[config.mk]
export PLATFORM = sky130hd
export DESIGN_NAME = hex_framed_packet_receiver
export DESIGN_NICKNAME = d
export VERILOG_FILES = /design/src/hfpr_pkg.sv /design/src/hfpr_frame.sv /design/src/hex_framed_packet_receiver.sv
export SDC_FILE = /design/constraint.sdc
export NUM_CORES = 1
export LEC_CHECK = 0
export BUFFER_PORTS_ARGS = -buffer_cell sky130_fd_sc_hd__buf_2
export CAP_MARGIN = 10
export CORE_MARGIN = 2
export CORE_UTILIZATION = 60
export DETAILED_ROUTE_END_ITERATION = 8
export PLACE_DENSITY = 0.81
export SETUP_SLACK_MARGIN = 0.5
export SLEW_MARGIN = 20
export SYNTH_ARGS = -nofsm -noshare
export SYNTH_HDL_FRONTEND = slang
export SYNTH_HIERARCHICAL = 1
export SYNTH_SLANG_ARGS = --single-unit
[constraint.sdc]
create_clock -name clk_i -period 8.74 [get_ports clk_i]
set_input_delay 2.185 -clock clk_i [delete_from_list [all_inputs] [get_ports clk_i]]
set_output_delay 2.185 -clock clk_i [all_outputs]
set_load 0.01 [all_outputs]
[src/hfpr_pkg.sv]
// shared types, constants and helpers of the hex framed packet receiver
package hfpr_pkg;

  // field and state widths
  localparam int unsigned ByteW  = 8;
  localparam int unsigned CountW = 9;
  localparam int unsigned CfgIdxW = 2;

  // default payload capacities
  localparam int unsigned SmallCapacityDef = 16;
  localparam int unsigned LargeCapacityDef = 256;

  // register reset values
  localparam logic [ByteW-1:0] EndCodeRst    = 8'd128;
  localparam logic [ByteW-1:0] LargeCodeARst = 8'd129;
  localparam logic [ByteW-1:0] LargeCodeBRst = 8'd130;

  // configuration register indexes
  localparam logic [CfgIdxW-1:0] CfgEndCode   = 2'd0;
  localparam logic [CfgIdxW-1:0] CfgLargeCodeA = 2'd1;
  localparam logic [CfgIdxW-1:0] CfgLargeCodeB = 2'd2;

  // result kinds
  localparam logic KindData = 1'b0;
  localparam logic KindEnd  = 1'b1;

  // hex character characters
  localparam logic [ByteW-1:0] AsciiUpperA = 8'd65;
  localparam logic [ByteW-1:0] UpperOffset = 8'd55;
  localparam logic [ByteW-1:0] DigitOffset = 8'd48;

  // one result item
  typedef struct packed {
    logic              kind;
    logic [ByteW-1:0]  data_byte;
    logic [ByteW-1:0]  byte_index;
    logic [ByteW-1:0]  command;
    logic [CountW-1:0] length;
    logic              large_res;
  } res_t;

  // wrapping nibble rule: letters from 'A' on, digits below
  function automatic logic [ByteW-1:0] nibble_of(input logic [ByteW-1:0] c);
    nibble_of = (c >= AsciiUpperA) ? (c - UpperOffset) : (c - DigitOffset);
  endfunction

endpackage

[src/hfpr_frame.sv]
// framing state, configuration registers and per-byte decode
module hfpr_frame #(
  parameter int unsigned SMALL_CAPACITY = 16,
  parameter int unsigned LARGE_CAPACITY = 256
) (
  input  logic                          clk_i,
  input  logic                          rst_ni,
  input  logic                          cfg_we_i,
  input  logic [hfpr_pkg::CfgIdxW-1:0]  cfg_idx_i,
  input  logic [hfpr_pkg::ByteW-1:0]    cfg_data_i,
  input  logic                          accept_i,
  input  logic [hfpr_pkg::ByteW-1:0]    rx_byte_i,
  output logic                          res_valid_o,
  output hfpr_pkg::res_t                res_o
);
  import hfpr_pkg::*;

  localparam logic [CountW-1:0] SmallCap = CountW'(SMALL_CAPACITY);
  localparam logic [CountW-1:0] LargeCap = CountW'(LARGE_CAPACITY);

  logic [ByteW-1:0]  end_code_q, large_code_a_q, large_code_b_q;
  logic [ByteW-1:0]  cur_command_q, cur_command_d;
  logic              packet_open_q, packet_open_d;
  logic              is_large_q, is_large_d;
  logic [CountW-1:0] byte_count_q, byte_count_d;
  logic [ByteW-1:0]  hex_hold_q, hex_hold_d;
  logic              hex_phase_q, hex_phase_d;

  logic              is_frame;
  logic [ByteW-1:0]  nib_hi, nib_lo, dec_val;
  logic [CountW-1:0] cap;

  // configuration writes
  always_ff @(posedge clk_i or negedge rst_ni) begin
    if (!rst_ni) begin
      end_code_q     <= EndCodeRst;
      large_code_a_q <= LargeCodeARst;
      large_code_b_q <= LargeCodeBRst;
    end else if (cfg_we_i) begin
      unique case (cfg_idx_i)
        CfgEndCode:    end_code_q     <= cfg_data_i;
        CfgLargeCodeA: large_code_a_q <= cfg_data_i;
        CfgLargeCodeB: large_code_b_q <= cfg_data_i;
        default: ;
      endcase
    end
  end

  // hex pair decode
  assign is_frame = rx_byte_i[ByteW-1];
  assign nib_hi   = nibble_of(hex_hold_q);
  assign nib_lo   = nibble_of(rx_byte_i);
  assign dec_val  = {nib_hi[3:0], 4'b0000} | nib_lo;
  assign cap      = is_large_q ? LargeCap : SmallCap;

  // next state and result of one byte
  always_comb begin
    cur_command_d = cur_command_q;
    packet_open_d = packet_open_q;
    is_large_d    = is_large_q;
    byte_count_d  = byte_count_q;
    hex_hold_d    = hex_hold_q;
    hex_phase_d   = hex_phase_q;
    res_valid_o   = 1'b0;
    res_o.kind       = KindData;
    res_o.data_byte  = '0;
    res_o.byte_index = '0;
    res_o.command    = cur_command_q;
    res_o.length     = '0;
    res_o.large_res  = is_large_q;
    if (accept_i) begin
      if (is_frame) begin
        if (rx_byte_i == end_code_q) begin
          // close the packet and report its length
          packet_open_d = 1'b0;
          res_valid_o   = 1'b1;
          res_o.kind    = KindEnd;
          res_o.length  = byte_count_q;
        end else begin
          // open a new packet
          cur_command_d = rx_byte_i;
          is_large_d    = (rx_byte_i == large_code_a_q) || (rx_byte_i == large_code_b_q);
          byte_count_d  = '0;
          hex_phase_d   = 1'b0;
          hex_hold_d    = '0;
          packet_open_d = 1'b1;
        end
      end else if (packet_open_q) begin
        if (!hex_phase_q) begin
          hex_hold_d  = rx_byte_i;
          hex_phase_d = 1'b1;
        end else begin
          hex_phase_d = 1'b0;
          // keep the byte only below capacity
          if (byte_count_q < cap) begin
            res_valid_o      = 1'b1;
            res_o.data_byte  = dec_val;
            res_o.byte_index = byte_count_q[ByteW-1:0];
            byte_count_d     = byte_count_q + 1'b1;
          end
        end
      end
    end
  end

  // framing state
  always_ff @(posedge clk_i or negedge rst_ni) begin
    if (!rst_ni) begin
      cur_command_q <= '0;
      packet_open_q <= 1'b0;
      is_large_q    <= 1'b0;
      byte_count_q  <= '0;
      hex_hold_q    <= '0;
      hex_phase_q   <= 1'b0;
    end else begin
      cur_command_q <= cur_command_d;
      packet_open_q <= packet_open_d;
      is_large_q    <= is_large_d;
      byte_count_q  <= byte_count_d;
      hex_hold_q    <= hex_hold_d;
      hex_phase_q   <= hex_phase_d;
    end
  end

endmodule

[src/hex_framed_packet_receiver.sv]
// top level of the hex framed packet receiver: decode plus output skid buffer
//
// channel  direction  handshake               payload
// in       in         in_valid_i / in_stall_o  rx_byte_i
// out      out        out_valid_o / out_stall_i kind_o, data_byte_o, byte_index_o,
//                                             command_o, length_o, large_res_o
// cfg      in         cfg_we_i                cfg_idx_i, cfg_data_i
//
// one byte per cycle while in_stall_o is low; a result is registered in the
// result register, or in the one-entry skid register if the output stalls;
// they absorb a stall; in_stall_o rises only while both hold results
// reset clears framing state and loads the code registers with their defaults
module hex_framed_packet_receiver #(
  parameter int unsigned SMALL_CAPACITY = hfpr_pkg::SmallCapacityDef,
  parameter int unsigned LARGE_CAPACITY = hfpr_pkg::LargeCapacityDef
) (
  input  logic                          clk_i,
  input  logic                          rst_ni,
  input  logic                          cfg_we_i,
  input  logic [hfpr_pkg::CfgIdxW-1:0]  cfg_idx_i,
  input  logic [hfpr_pkg::ByteW-1:0]    cfg_data_i,
  input  logic                          in_valid_i,
  output logic                          in_stall_o,
  input  logic [hfpr_pkg::ByteW-1:0]    rx_byte_i,
  output logic                          out_valid_o,
  input  logic                          out_stall_i,
  output logic                          kind_o,
  output logic [hfpr_pkg::ByteW-1:0]    data_byte_o,
  output logic [hfpr_pkg::ByteW-1:0]    byte_index_o,
  output logic [hfpr_pkg::ByteW-1:0]    command_o,
  output logic [hfpr_pkg::CountW-1:0]   length_o,
  output logic                          large_res_o
);
  import hfpr_pkg::*;

  logic   accept, res_valid, pop;
  res_t   res;
  res_t   out_q, skid_q;
  logic   out_valid_q, skid_valid_q;

  assign in_stall_o = skid_valid_q;
  assign accept     = in_valid_i && !skid_valid_q;
  assign pop        = out_valid_q && !out_stall_i;

  hfpr_frame #(
    .SMALL_CAPACITY (SMALL_CAPACITY),
    .LARGE_CAPACITY (LARGE_CAPACITY)
  ) u_frame (
    .clk_i       (clk_i),
    .rst_ni      (rst_ni),
    .cfg_we_i    (cfg_we_i),
    .cfg_idx_i   (cfg_idx_i),
    .cfg_data_i  (cfg_data_i),
    .accept_i    (accept),
    .rx_byte_i   (rx_byte_i),
    .res_valid_o (res_valid),
    .res_o       (res)
  );

  // output valid flags
  always_ff @(posedge clk_i or negedge rst_ni) begin
    if (!rst_ni) begin
      out_valid_q  <= 1'b0;
      skid_valid_q <= 1'b0;
    end else if (skid_valid_q) begin
      if (pop) skid_valid_q <= 1'b0;
    end else if (res_valid) begin
      if (!out_valid_q || pop) out_valid_q <= 1'b1;
      else                     skid_valid_q <= 1'b1;
    end else if (pop) begin
      out_valid_q <= 1'b0;
    end
  end

  // output payload
  always_ff @(posedge clk_i) begin
    if (skid_valid_q) begin
      if (pop) out_q <= skid_q;
    end else if (res_valid) begin
      if (!out_valid_q || pop) out_q  <= res;
      else                     skid_q <= res;
    end
  end

  assign out_valid_o  = out_valid_q;
  assign kind_o       = out_q.kind;
  assign data_byte_o  = out_q.data_byte;
  assign byte_index_o = out_q.byte_index;
  assign command_o    = out_q.command;
  assign length_o     = out_q.length;
  assign large_res_o  = out_q.large_res;

endmodule
==> flow_summary.toml <==
[outcome]
status = "finished, final reports clean"

[clock_network]
htreeDepth = 4
cts_made_buffers = 17
clockBufferDepth = 2
cts_tree = "yes"
cts_setup_buffers = 0
cts_resized = 0
cts_sinks = 123
cts-hold-fix-buffers = 0
cts.reportedPaths.clkPinSlew_ns = 0.06
worst_skew_pair.late_latency_ns = 0.52
clock_tree.root_cell = "clkbuf_8"

[worst_setup_path]
crit_path_start_kind = "primary input"
crit_fanout = 21
setup.worst_path.end_class = "flip-flop"
rrSetupSlack_ns = 5.31
critical_path_required_ns = 8.94
worstSetupPathType = "primary input to flip-flop"
crit_arrival_ns = 4.74

[routing]
drc = 0
drt-vias-per-instance = 6.00
antenna_left = 0
num_vias = 3795
drt-total-wl_um = 11500
drt_iter0_markers = 269
dr.pass1.iters = 7
avgRoutedWirePerCell_um = 18.2

[sta]
slew_violations = 0
rsz0062_at_grt = "no"
finalHoldViolCount = 0
fin_hold_ws_ns = 0.468
skew_ns = 0.00658
worst_pin_slew_ns = 1.03
worst_slack_ns = 4.20
finalCritPeriodShare_pct = 52.0
relSlewSlack_pct = 30.6
setup_viol_count_final = 0
post-route-min-period_ns = 4.54
tns_ns = 0
clock.fmax_mhz = 220

[synth]
synthTopCellsByArea = "edfxtp_1 37%, dfrtp_1 21%, mux2_2 13%"
ys.flop_type = "edfxtp_1"
syn_nets = 463
ys_ff_latch = 123
synth_common_cells = "70 x edfxtp_1, 66 x mux2_2, 48 x dfrtp_1"
synthArstFlopShare_pct = 43.1
yosysMostFrequentCell = "edfxtp_1"
synth_edf_count = 70
yosys.area.top_type = "edfxtp_1"
yosys.cell_types.count = 52
synthCells = 429
yosys_warnings = 6
ys_seq_area_share_pct = 59.8
syn_area_sq_um = 5750
post-synth-top-area-fraction_pct = 36.6
synth.avg_cell_area_sq_um = 13.4

[place]
port_buffers = 59
dpl_cell_area_sq_um = 6130
pre_cts_slack_ns = 3.70
place_congestion = 0.912
detailed_place_hpwl_um = 7660

[layout]
num_antenna_cells = 0
multi_input_area_sq_um = 2150
nets = 525
regArea_sq_um = 3430
drive_gt1_share_pct = 34.3
area_growth_pct = 17.4
fillers = 610
final_area_sq_um = 6750

[flow_run]
max_cap_viol_count = 0

[global_routing]
grt_pass1_wl_um = 18900
antenna_found_initial = 0
track_usage_pct = 24.0
grt_pass1_vias = 3729
grt_overflow = 0
grt_max_degree = 54

[die]
ioPinCount = 60
die_area_sq_um = 10400
num_rows = 35
initial_utilization_pct = 61.9
chipWidth_um = 102
core_sq_um = 9280
die_h_um = 102

[power_and_ir_drop]
leakage_nw = 2.73
ir_drop_v = 0.000169
power_density_nw_per_um2 = 280

[min_path]
worstHoldPathType = "flip-flop to flip-flop"
## registers in the layout (all words and copies together), names as in the netlist, 7 cells and up
name                    flops
u_frame/byte_count_q        9
length_o                    9
data_byte_o                 8
byte_index_o                8
u_frame/large_code_a_q      8
u_frame/hex_hold_q          7
skid_q                     35
u_frame/end_code_q          8
u_frame/cur_command_q       8
command_o                   8
u_frame/large_code_b_q      8
## cell type report
class	instances	share of cell area, %
Sequential cell	123	50.9
Tap cell	129	2.39
Timing Repair Buffer	64	5.23
Clock buffer	21	6.66
Inverter	14	0.779
Multi-Input combinational cell	271	31.9
Clock inverter	11	2.11
## layout by cell type, fill, tap and decap left out, types with 6 or more instances in the layout
| cell type | n |
|---|---|
| nor2_1 | 8 |
| dfrtp_1 | 48 |
| xnor2_1 | 10 |
| and3_1 | 9 |
| a21oi_1 | 33 |
| a31oi_1 | 6 |
| nand4_1 | 7 |
| edfxtp_1 | 70 |
| inv_1 | 14 |
| buf_2 | 59 |
| o21ai_0 | 16 |
| nor4_1 | 6 |
| and2_1 | 7 |
| mux2_2 | 66 |
| xor2_1 | 17 |
| ha_1 | 11 |
| or3_1 | 6 |
| nand2_1 | 14 |
| clkbuf_16 | 16 |
## final timing paths
path                                              end  depth (start not counted)                startpoint
worst max-delay path                       skid_q[11]                          8              rx_byte_i[7]
worst min-delay path                       skid_q[17]                          0  u_frame/cur_command_q[7]
worst max register to register             skid_q[11]                          8        u_frame/is_large_q
worst min register to register             skid_q[17]                          0  u_frame/cur_command_q[7]
max in group asynchronous          u_frame/is_large_q                          2                    rst_ni
min in group asynchronous       u_frame/hex_hold_q[4]                          2                    rst_ni
## power breakdown
part | leakage, nW | switching [mW] | internal (mW) | total, mW
combinational | 1.13 | 0.219 | 0.178 | 0.397
sequential | 1.32 | 0.0672 | 0.733 | 0.800
clock | 0.278 | 0.244 | 0.448 | 0.692
total | 2.73 | 0.530 | 1.36 | 1.89
## routing by layer
layer	GRT usage [%]	up-vias	wire (um)
met5	0	-	0
met2	39.6	174	5780
met4	9.33	0	165
li1	-	1730	-
met3	5.34	17	771
met1	31.5	1874	4830
## worst max-delay path: stages
cell and delay, ns:
buf_2 0.37, xnor2_1 0.20, and4_1 0.31, a21oi_1 0.13, nor3_1 0.37, nand2b_4 0.12
nor2_2 0.64, buf_4 0.40
## cell families after synthesis
group | Yosys count | synth area share (%)
AND/OR/NAND/NOR | 89 | 9.19
buffers and inverters | 35 | 2.98
adder cells (fa/ha/maj) | 11 | 2.40
AO/OA/AOI/OAI | 74 | 7.91
flip-flops | 123 | 59.8
multiplexers | 70 | 13.6
XOR/XNOR | 27 | 4.12
## metrics by stage
step	total power, mW	util (%)	instances
floorplan	1.09	-	429
global placement	1.18	66.0	600
detailed placement	1.19	66.0	600
CTS	1.89	72.4	632
global route	1.98	72.7	633
finish	1.89	72.7	633
(Power assumes the default switching activity.)
